[config.mk]
export PLATFORM = sky130hd
export DESIGN_NAME = fit_policy_region_allocator
export DESIGN_NICKNAME = d
export VERILOG_FILES = /design/src/hdl/fpra_pkg.sv /design/src/hdl/fpra_ram.sv /design/src/hdl/fit_policy_region_allocator.sv
export VERILOG_INCLUDE_DIRS = /design/src /design/src/hdl
export SDC_FILE = /design/constraint.sdc
export NUM_CORES = 2
export LEC_CHECK = 0
export BUFFER_PORTS_ARGS = -buffer_cell sky130_fd_sc_hd__buf_2
export CAP_MARGIN = 20
export CORE_MARGIN = 5
export CORE_UTILIZATION = 32
export DETAILED_ROUTE_END_ITERATION = 8
export GPL_TIMING_DRIVEN = 0
export PLACE_DENSITY = 0.59
export SYNTH_ARGS = -nofsm -noshare
export SYNTH_HDL_FRONTEND = slang
export SYNTH_SLANG_ARGS = --single-unit
[constraint.sdc]
create_clock -name clk -period 5.6 [get_ports clk]
set_clock_uncertainty 0.15 [all_clocks]
set_input_delay 0.84 -clock clk [delete_from_list [all_inputs] [get_ports clk]]
set_output_delay 0.84 -clock clk [all_outputs]
set_load 0.05 [all_outputs]
[src/hdl/fit_policy_region_allocator_assert.svh]
// Assertion macros used by the allocator top level.
`ifndef FIT_POLICY_REGION_ALLOCATOR_ASSERT_SVH
`define FIT_POLICY_REGION_ALLOCATOR_ASSERT_SVH

// Implication checked on every clock edge outside reset.
`define FPRA_ASSERT_IMPL(label, ante, cons) \
  label: assert property (@(posedge clk) disable iff (rst) (ante) |-> (cons)) \
    else $error("allocator check failed");

// Implication whose consequence is checked in the cycle after the antecedent.
`define FPRA_ASSERT_NEXT(label, ante, cons) \
  label: assert property (@(posedge clk) disable iff (rst) (ante) |=> (cons)) \
    else $error("allocator check failed");

`endif

[src/hdl/fpra_pkg.sv]
// Package with types, sizes and codes of the region allocator.
`timescale 1ns / 1ps
package fpra_pkg;

  localparam int FREE_ENTRIES  = 16;
  localparam int OWNER_ENTRIES = 16;
  localparam int ADDR_BITS     = 16;
  localparam int FIDX_BITS     = (FREE_ENTRIES > 1) ? $clog2(FREE_ENTRIES) : 1;
  localparam int OIDX_BITS     = (OWNER_ENTRIES > 1) ? $clog2(OWNER_ENTRIES) : 1;
  localparam int FCNT_BITS     = $clog2(FREE_ENTRIES + 1);
  localparam int OCNT_BITS     = $clog2(OWNER_ENTRIES + 1);
  localparam int FREE_W        = 2 * ADDR_BITS;
  localparam int OWNER_W       = 16 + 2 * ADDR_BITS;
  localparam logic [15:0] MEM_SIZE_RESET = 16'd1024;

  typedef enum logic [2:0] {
    ST_OK         = 3'd0,
    ST_NO_FIT     = 3'd1,
    ST_ID_UNKNOWN = 3'd2,
    ST_TABLE_FULL = 3'd3,
    ST_ZERO_SIZE  = 3'd4
  } status_t;

  typedef enum logic [1:0] {
    FIT_FIRST = 2'd0,
    FIT_BEST  = 2'd1,
    FIT_WORST = 2'd2,
    FIT_SPARE = 2'd3
  } fit_t;

  typedef enum logic {
    REQ_ALLOC = 1'b0,
    REQ_FREE  = 1'b1
  } req_t;

  typedef enum logic {
    REG_MEM_SIZE = 1'b0,
    REG_FIT      = 1'b1
  } reg_idx_t;

  typedef enum logic [3:0] {
    S_IDLE,
    S_OSCAN,
    S_OWAIT,
    S_FSCAN,
    S_FLAST,
    S_DECIDE,
    S_RDA,
    S_RDB,
    S_UPD,
    S_DONE
  } state_t;

endpackage

[src/hdl/fpra_ram.sv]
// Generic single-write, single-read RAM with registered read data.
`timescale 1ns / 1ps
module fpra_ram #(
  parameter int WIDTH = 8,
  parameter int DEPTH = 16
) (
  input  logic                             clk,
  input  logic                             we,
  input  logic [$clog2(DEPTH > 1 ? DEPTH : 2)-1:0] waddr,
  input  logic [WIDTH-1:0]                 wdata,
  input  logic [$clog2(DEPTH > 1 ? DEPTH : 2)-1:0] raddr,
  output logic [WIDTH-1:0]                 rdata
);

  logic [WIDTH-1:0] mem [DEPTH];

  always_ff @(posedge clk) begin
    if (we) begin
      mem[waddr] <= wdata;
    end
    rdata <= mem[raddr];
  end

endmodule

[src/hdl/fit_policy_region_allocator.sv]
// Top level of the region allocator: handshakes, control sequencer and tables.
`timescale 1ns / 1ps
//
//  Channel     | Signals                           | Direction | Content
//  ------------+-----------------------------------+-----------+---------------------------
//  request     | s_axis_tvalid/tready/tdata/tuser  | in        | tuser req_type; tdata size, id
//  result      | m_axis_tvalid/tready/tdata        | out       | status, id, start, size
//  config      | cfg_valid/ready/index/data        | in        | memory_size, fit_policy
//
// A result is valid after its item has been through the walks and the steps that follow:
// the owner table and then the free table are walked one entry per cycle through the
// single read port of their RAM, each walk drains its read pipeline in a wait state
// (S_OWAIT, S_FLAST), then a decision, a reread of the above neighbor and the write-back
// follow. A zero-size allocate skips the walks and later steps and goes to the result.
// The result sits in an output register; a new request is taken only after the previous
// result has left, so a stalled output stalls the input side. Reset (and a memory_size
// write) clears the valid bits but that of free entry zero, which is rewritten on the
// spot and kept valid unless the new size is zero.
module fit_policy_region_allocator
  import fpra_pkg::*;
(
  input  logic        clk,
  input  logic        rst,
  input  logic        s_axis_tvalid,
  output logic        s_axis_tready,
  input  logic [31:0] s_axis_tdata,   // [15:0] req_size, [31:16] owner_id
  input  logic        s_axis_tuser,   // [0] req_type
  output logic        m_axis_tvalid,
  input  logic        m_axis_tready,
  output logic [55:0] m_axis_tdata,   // [2:0] status, [18:3] granted_id,
                                      // [34:19] region_start, [50:35] region_size, pad
  input  logic        cfg_valid,
  output logic        cfg_ready,
  input  logic        cfg_index,
  input  logic [15:0] cfg_data
);

  `include "fit_policy_region_allocator_assert.svh"

  typedef logic [ADDR_BITS-1:0] addr_t;

  // Configuration. The memory size itself lives in free entry zero.
  fit_t        fit_policy;
  logic [15:0] next_id;

  // Valid bits kept in flip-flops; payloads live in RAMs.
  logic [FREE_ENTRIES-1:0]  fvalid;
  logic [OWNER_ENTRIES-1:0] ovalid;

  // RAM ports.
  logic                 f_we;
  logic [FIDX_BITS-1:0] f_waddr, f_raddr;
  logic [FREE_W-1:0]    f_wdata, f_rdata;
  logic                 o_we;
  logic [OIDX_BITS-1:0] o_waddr, o_raddr;
  logic [OWNER_W-1:0]   o_wdata, o_rdata;

  fpra_ram #(.WIDTH(FREE_W), .DEPTH(FREE_ENTRIES)) u_free_ram (
    .clk(clk), .we(f_we), .waddr(f_waddr), .wdata(f_wdata),
    .raddr(f_raddr), .rdata(f_rdata)
  );

  fpra_ram #(.WIDTH(OWNER_W), .DEPTH(OWNER_ENTRIES)) u_owner_ram (
    .clk(clk), .we(o_we), .waddr(o_waddr), .wdata(o_wdata),
    .raddr(o_raddr), .rdata(o_rdata)
  );

  // Request registers.
  state_t      state, state_next;
  req_t        rq_type;
  logic [15:0] rq_size, rq_id, rq_gid;

  // Scan counters, one address issued per cycle, data in the next cycle.
  logic [OCNT_BITS-1:0] ocnt;
  logic [FCNT_BITS-1:0] fcnt;
  logic [OIDX_BITS-1:0] o_prev;
  logic [FIDX_BITS-1:0] f_prev;
  logic                 o_pv, f_pv;

  // Scan results.
  logic                 o_hit;
  logic [OIDX_BITS-1:0] o_sel;
  addr_t                own_s, own_l;
  logic                 o_free_hit;
  logic [OIDX_BITS-1:0] o_free;
  logic                 b_hit, a_hit, e_hit;
  logic [FIDX_BITS-1:0] b_idx, a_idx, e_idx;
  addr_t                a_len;
  logic                 best_hit;
  logic [FIDX_BITS-1:0] best_idx;
  addr_t                best_s, best_l;

  // Result register.
  status_t     r_status;
  logic [15:0] r_id, r_start, r_size;

  assign m_axis_tdata = {5'd0, r_size, r_start, r_id, r_status};
  assign s_axis_tready = (state == S_IDLE) && !m_axis_tvalid;
  assign cfg_ready     = (state == S_IDLE) && !m_axis_tvalid;

  wire in_fire  = s_axis_tvalid && s_axis_tready;
  wire cfg_fire = cfg_valid && cfg_ready;

  addr_t fr_s, fr_l, fr_e, ow_e;
  assign fr_s = f_rdata[ADDR_BITS-1:0];
  assign fr_l = f_rdata[FREE_W-1:ADDR_BITS];
  assign fr_e = addr_t'(fr_s + fr_l);
  assign ow_e = addr_t'(own_s + own_l);

  // Candidate comparison for the allocation scan.
  logic take;
  always_comb begin
    take = 1'b0;
    if (!best_hit) begin
      take = 1'b1;
    end else begin
      case (fit_policy)
        FIT_BEST:  take = (fr_l < best_l) || (fr_l == best_l && fr_s < best_s);
        FIT_WORST: take = (fr_l > best_l) || (fr_l == best_l && fr_s < best_s);
        default:   take = fr_s < best_s;
      endcase
    end
  end

  // Next state and RAM addressing.
  always_comb begin
    state_next = state;
    f_raddr    = fcnt[FIDX_BITS-1:0];
    o_raddr    = ocnt[OIDX_BITS-1:0];
    case (state)
      S_IDLE: if (in_fire) begin
        if (s_axis_tuser == REQ_ALLOC && s_axis_tdata[15:0] == 16'd0) begin
          state_next = S_DONE;
        end else begin
          state_next = S_OSCAN;
        end
      end
      S_OSCAN: if (ocnt == OCNT_BITS'(OWNER_ENTRIES - 1)) begin
        state_next = S_OWAIT;
      end
      S_OWAIT: state_next = S_FSCAN;
      S_FSCAN: if (fcnt == FCNT_BITS'(FREE_ENTRIES - 1)) begin
        state_next = S_FLAST;
      end
      S_FLAST: state_next = S_DECIDE;
      S_DECIDE: begin
        state_next = S_RDA;
        f_raddr = (rq_type == REQ_ALLOC) ? best_idx : a_idx;
      end
      S_RDA: state_next = S_UPD;
      S_UPD: state_next = S_DONE;
      S_DONE: state_next = S_IDLE;
      default: state_next = S_IDLE;
    endcase
  end

  // Write ports.
  always_comb begin
    f_we = 1'b0; f_waddr = '0; f_wdata = '0;
    o_we = 1'b0; o_waddr = o_free; o_wdata = {addr_t'(rq_size), addr_t'(0), rq_gid};
    if (rst || (cfg_fire && cfg_index == REG_MEM_SIZE)) begin
      f_we = 1'b1;
      f_wdata = {addr_t'(rst ? MEM_SIZE_RESET : cfg_data), addr_t'(0)};
    end else if (state == S_UPD && r_status == ST_OK) begin
      f_we = 1'b1;
      if (rq_type == REQ_ALLOC) begin
        f_waddr = best_idx;
        f_wdata = {addr_t'(best_l - addr_t'(rq_size)), best_s};
        o_we = 1'b1;
        o_wdata = {addr_t'(rq_size), addr_t'(best_s + best_l - addr_t'(rq_size)), rq_gid};
      end else if (b_hit) begin
        // Below neighbor grows by the region and by the above one if present.
        f_waddr = b_idx;
        f_wdata = {addr_t'(best_l + own_l + (a_hit ? a_len : addr_t'(0))), best_s};
      end else if (a_hit) begin
        f_waddr = a_idx;
        f_wdata = {addr_t'(own_l + a_len), own_s};
      end else begin
        f_waddr = e_idx;
        f_wdata = {own_l, own_s};
      end
    end
  end

  always_ff @(posedge clk) begin
    if (rst) begin
      state <= S_IDLE;
      fit_policy <= FIT_FIRST;
      next_id <= 16'd1;
      fvalid <= FREE_ENTRIES'(1);
      ovalid <= '0;
      m_axis_tvalid <= 1'b0;
      ocnt <= '0; fcnt <= '0;
      o_pv <= 1'b0; f_pv <= 1'b0;
    end else begin
      state <= state_next;
      if (m_axis_tvalid && m_axis_tready) begin
        m_axis_tvalid <= 1'b0;
      end
      if (cfg_fire) begin
        if (cfg_index == REG_MEM_SIZE) begin
          fvalid <= FREE_ENTRIES'(cfg_data != 16'd0);
          ovalid <= '0;
        end else begin
          fit_policy <= fit_t'(cfg_data[1:0]);
        end
      end
      o_pv <= (state == S_OSCAN);
      f_pv <= (state == S_FSCAN);
      o_prev <= ocnt[OIDX_BITS-1:0];
      f_prev <= fcnt[FIDX_BITS-1:0];
      if (state == S_OSCAN) ocnt <= ocnt + 1'b1;
      if (state == S_FSCAN) fcnt <= fcnt + 1'b1;
      case (state)
        S_IDLE: if (in_fire) begin
          rq_type <= req_t'(s_axis_tuser);
          rq_size <= s_axis_tdata[15:0];
          rq_id <= s_axis_tdata[31:16];
          rq_gid <= (s_axis_tuser == REQ_ALLOC) ? next_id : s_axis_tdata[31:16];
          if (s_axis_tuser == REQ_ALLOC) next_id <= next_id + 16'd1;
          ocnt <= '0; fcnt <= '0;
          o_hit <= 1'b0; o_free_hit <= 1'b0;
          b_hit <= 1'b0; a_hit <= 1'b0; e_hit <= 1'b0; best_hit <= 1'b0;
          r_id <= (s_axis_tuser == REQ_ALLOC) ? next_id : s_axis_tdata[31:16];
          r_status <= ST_ZERO_SIZE;
          r_start <= '0; r_size <= '0;
        end
        S_DECIDE: begin
          if (rq_type == REQ_ALLOC) begin
            if (!o_free_hit) r_status <= ST_TABLE_FULL;
            else if (!best_hit) r_status <= ST_NO_FIT;
            else begin
              r_status <= ST_OK;
              r_start <= 16'(best_s + best_l - addr_t'(rq_size));
              r_size <= rq_size;
            end
          end else begin
            if (!o_hit) r_status <= ST_ID_UNKNOWN;
            else if (!b_hit && !a_hit && !e_hit) r_status <= ST_TABLE_FULL;
            else begin
              r_status <= ST_OK;
              r_start <= 16'(own_s);
              r_size <= 16'(own_l);
            end
          end
        end
        // The above neighbor was addressed in S_DECIDE; its length is on the read
        // port now and is needed by the write-back in S_UPD.
        S_RDA: a_len <= fr_l;
        S_UPD: begin
          if (r_status == ST_OK) begin
            if (rq_type == REQ_ALLOC) begin
              ovalid[o_free] <= 1'b1;
              if (best_l == addr_t'(rq_size)) fvalid[best_idx] <= 1'b0;
            end else begin
              ovalid[o_sel] <= 1'b0;
              if (b_hit && a_hit) fvalid[a_idx] <= 1'b0;
              else if (!b_hit && !a_hit) fvalid[e_idx] <= 1'b1;
            end
          end
        end
        S_DONE: m_axis_tvalid <= 1'b1;
        default: ;
      endcase
      // Owner scan data.
      if (o_pv) begin
        if (!ovalid[o_prev] && !o_free_hit) begin
          o_free_hit <= 1'b1; o_free <= o_prev;
        end
        if (ovalid[o_prev] && !o_hit && o_rdata[15:0] == rq_id) begin
          o_hit <= 1'b1; o_sel <= o_prev;
          own_s <= o_rdata[16 +: ADDR_BITS];
          own_l <= o_rdata[16 + ADDR_BITS +: ADDR_BITS];
        end
      end
      // Free scan data.
      if (f_pv) begin
        if (!fvalid[f_prev]) begin
          if (!e_hit) begin e_hit <= 1'b1; e_idx <= f_prev; end
        end else if (rq_type == REQ_ALLOC) begin
          if (fr_l >= addr_t'(rq_size) && take) begin
            best_hit <= 1'b1; best_idx <= f_prev; best_s <= fr_s; best_l <= fr_l;
          end
        end else if (!b_hit && fr_e == own_s) begin
          b_hit <= 1'b1; b_idx <= f_prev; best_s <= fr_s; best_l <= fr_l;
        end else if (!a_hit && fr_s == ow_e) begin
          a_hit <= 1'b1; a_idx <= f_prev;
        end
      end
    end
  end

  `FPRA_ASSERT_NEXT(a_in_done, in_fire, !s_axis_tready)
  `FPRA_ASSERT_IMPL(a_no_cfg_busy, state != S_IDLE, !cfg_ready)
  `FPRA_ASSERT_NEXT(a_done_valid, state == S_DONE, m_axis_tvalid)
  `FPRA_ASSERT_IMPL(a_ok_size, m_axis_tvalid && r_status == ST_OK && rq_type == REQ_ALLOC,
                    r_size != 16'd0)

endmodule
==> impl_metrics.ini <==
[hold_path]
min-delay-path-class = primary input to flop

[grt]
grt.total_usage_pct = 16.7
grt_pass1_vias = 38000
grt-ovfl-total = 0
antenna_violations_before_repair = 8
grt_pass1_wl_microns = 271000
largest_net_degree_at_the_start_of_global_routing = 33

[placed_design]
detailed_place_hpwl_microns = 134000
port_buffers = 108
gp_congestion = 0.882
placedInstanceArea_sq_um = 74400

[final_layout]
sequential_cell_area_sq_um = 47400
area_growth_syn_to_layout_pct = 17.3
mostFrequentLayoutCell = edfxtp_1
drive_gt1_share_pct = 22.9
final_layout_fill_cell_count = 19400
multi_input_area_sq_um = 19900
finalNetCount = 4466
finalInstanceArea_sq_um = 80100
final_cell_mix = edfxtp_1, mux4_2, clkbuf_16, a21oi_1, nor2_1

[timing]
peak_clock_frequency_supported_by_timing_ghz = 0.185
setup_viol = 0
slew_violations = 0
worst_slew_pin_slew_ps = 1240
slew_headroom_pct = 17.3
timing_hold_violations_final = 0
setup_tns_ps = 0
final_min_period_over_clock_period_pct = 96.7
grt_setup_unrepaired = false
min_period_ps = 5410

[die]
floorplan.initialDensity_pct = 32.2
core_sq_um = 212000
floorplan.die.height_microns = 472
floorplan.die.width_microns = 472
top_level_ports = 114
rows = 169
floorplan.die_area_sq_um = 223000

[drt]
wl_microns = 190000
viasPerCell = 5.20
routedWlPerCell_microns = 26.4
drt_pre_antenna_iters = 5
initialDrtViolationCount = 3602
dr_total_vias = 37400
drt.antenna.violating_nets = 0
detail_route.drc_violations = 0

[power_and_ir_drop]
power_density_relative_to_cell_area_nw_per_um2 = 360
worst_vdd_ir_mv = 0.332
power.share.sequential_pct = 48.9
cellInternalPower_mw = 21.4
switching_share_pct = 25.8
power_spent_charging_and_discharging_nets_mw = 7.44
pwr-share-clk_pct = 37.8
comb_power_share_pct = 13.3
p_leak_nw = 27.9

[critical_path]
crit_slowest_cell = edfxtp_1
setup.worst_path.start_class = flop
timing.critical_path.to_type = flop
critical_path.max_fanout = 19
timing.critical_path.buf_inv = 2
timing.setup.critical_path_class = flop to flop
crit_required_ps = 5910
crit_chain = clkbuf_2, clkbuf_4, and2_1, fa_1, ha_1, fa_1, a21oi_1, o31ai_1, o21ai_0, o2111ai_1, a21o_1, a21oi_1, o21ai_0, xnor2_2, o221ai_4
slowest_delay_ps = 600
path_delay_family = compound AO/OA/AOI/OAI gates
timing.critical_path.arrival_ps = 5720

[clocking]
clkSlewWorstSetupHoldPaths_ps = 60
h-tree-depth = 4
cts_made_buffers = 161
clk_path_buf_depth = 3
post-cts-setup-buffers = 0
clock_insertion_delay_worst_skew_ps = 810
tritoncts = built
cts.root.buffer_cell = clkbuf_16
cts_num_sinks = 1629

[synthesis]
synth-edff-count = 1482
number_of_warnings_reported_in_the_yosys_synthesis_log = 0
seq_area_frac_synth_pct = 69.5
post_synth_instance_area_sq_um = 68300
synthesis.area_per_instance_sq_um = 17.8
postSynth.topFlopCell = edfxtp_1
synth.distinct_cells = 84
netlist_instances = 3842
count_of_state_elements_after_synthesis = 1629
synthArstFlopShare_pct = 0

[flow_run]
timing.max_cap.violations = 0

[outcome]
run_status = finished clean
-- cells in the mapped netlist, types with 21 or more instances --
master       n  share of area [%]
mux4_2     378                 12
fa_1        35                1.0
nor2_1     188                1.0
nand2_1    155               0.85
ha_1       142                2.6
nor2b_1     46               0.42
xor2_1      49               0.63
o21ai_0     68               0.50
buf_1       22               0.12
mux2i_1     70                1.0
nand3_1     37               0.27
a21o_1      38               0.42
xnor2_1     86                1.1
clkbuf_1    91               0.50
nand4_1     26               0.24
a211oi_1    62               0.68
dfxtp_1    147                4.3
a21oi_1    165                1.2
inv_1      106               0.58
buf_4       28               0.31
nor3_1      41               0.30
a22oi_1     33               0.36
edfxtp_1  1482                 65
buf_2       27               0.20
o21a_1      21               0.23
-- metrics by stage --
stage          power [mW]  util, %  hold WS, ps  setup slack, ps  instances
5_1_grt              29.8     37.7         31.5             66.4       7191
6_report             28.8     37.8         68.2              187       7194
2_1_floorplan        16.7        -          236              570       3846
3_3_place_gp         18.0     34.1          236            -2640       6775
3_5_place_dp         18.1     35.1          239            -1280       6868
4_1_cts              29.0     37.6         5.62             86.8       7166
-- metal layers --
layer | vias up | GRT usage [%] | wire length, microns
li1 | 16100 | - | -
met1 | 19600 | 21.9 | 77700
met2 | 1378 | 28.0 | 93300
met3 | 277 | 3.17 | 13200
met4 | 0 | 5.47 | 5910
met5 | - | 0 | 0
-- cells by family after synthesis --
logic type                 count (synthesis)  synth area share [%]
AOI/OAI and AO/OA                        511                  4.82
xor gates and xnor gates                 135                  1.73
adders and majority gates                177                  3.63
buffers and inverters                    286                  1.91
DFF                                     1629                  69.5
muxes                                    465                  13.8
other                                      1               0.00549
and+or+nand+nor                          638                  4.61
-- flip-flops by register name (all words and copies together) (netlist names), 32 cells and up --
name,cells
u_free_ram.rdata,32
u_owner_ram.mem,768
u_free_ram.mem,512
u_owner_ram.rdata,48
-- final timing paths --
| path | from | endpoint | slack, ps | cells past startpoint |
|---|---|---|---|---|
| max | a_hit$_DFFE_PN_ | u_free_ram.mem[3][31]$_DFFE_PP_ | 190 | 15 |
| min | s_axis_tdata[10] | rq_size[10]$_DFFE_PP_ | 70 | 1 |
| max reg2reg | a_hit$_DFFE_PN_ | u_free_ram.mem[3][31]$_DFFE_PP_ | 190 | 15 |
| min reg2reg | u_owner_ram.rdata[35]$_DFF_P_ | own_l[3]$_DFFE_PP_ | 230 | 0 |
-- worst register-to-register path, cell delays in order (launching register included) --
cell	delay, ps
edfxtp_1	600
clkbuf_2	360
clkbuf_4	370
and2_1	210
fa_1	420
ha_1	240
fa_1	470
a21oi_1	200
o31ai_1	150
o21ai_0	350
o2111ai_1	240
a21o_1	230
a21oi_1	240
o21ai_0	190
xnor2_2	340
o221ai_4	300
-- power groups by stage --
stage / clock, mW / combinational (mW) / sequential, mW
2_1_floorplan: 0 / 2.53 / 14.1
6_report: 10.9 / 3.83 / 14.1
4_1_cts: 11.1 / 3.80 / 14.1
3_5_place_dp: 0 / 3.78 / 14.3
5_1_grt: 11.6 / 4.12 / 14.1
3_3_place_gp: 0 / 3.67 / 14.3
-- what timing repair did --
item / CTS / global route
pin swaps: 0 / 0
hold endpoints to repair: 1 / 0
endpoints found under the setup margin: 80 / 44
gates resized for setup: 8 / 3
hold buffers: 1 / 0
-- area by class of cell --
class	instances	area share [%]
Sequential cell	1629	59.3
Multi-Input combinational cell	1931	24.8
Clock buffer	226	5.66
Tap cell	2821	4.41
Timing Repair Buffer	227	3.21
Buffer	178	1.13
Clock inverter	73	1.02
Inverter	106	0.497
Antenna cell	3	0.00938
Note: power is estimated with default switching activity, not from simulation.
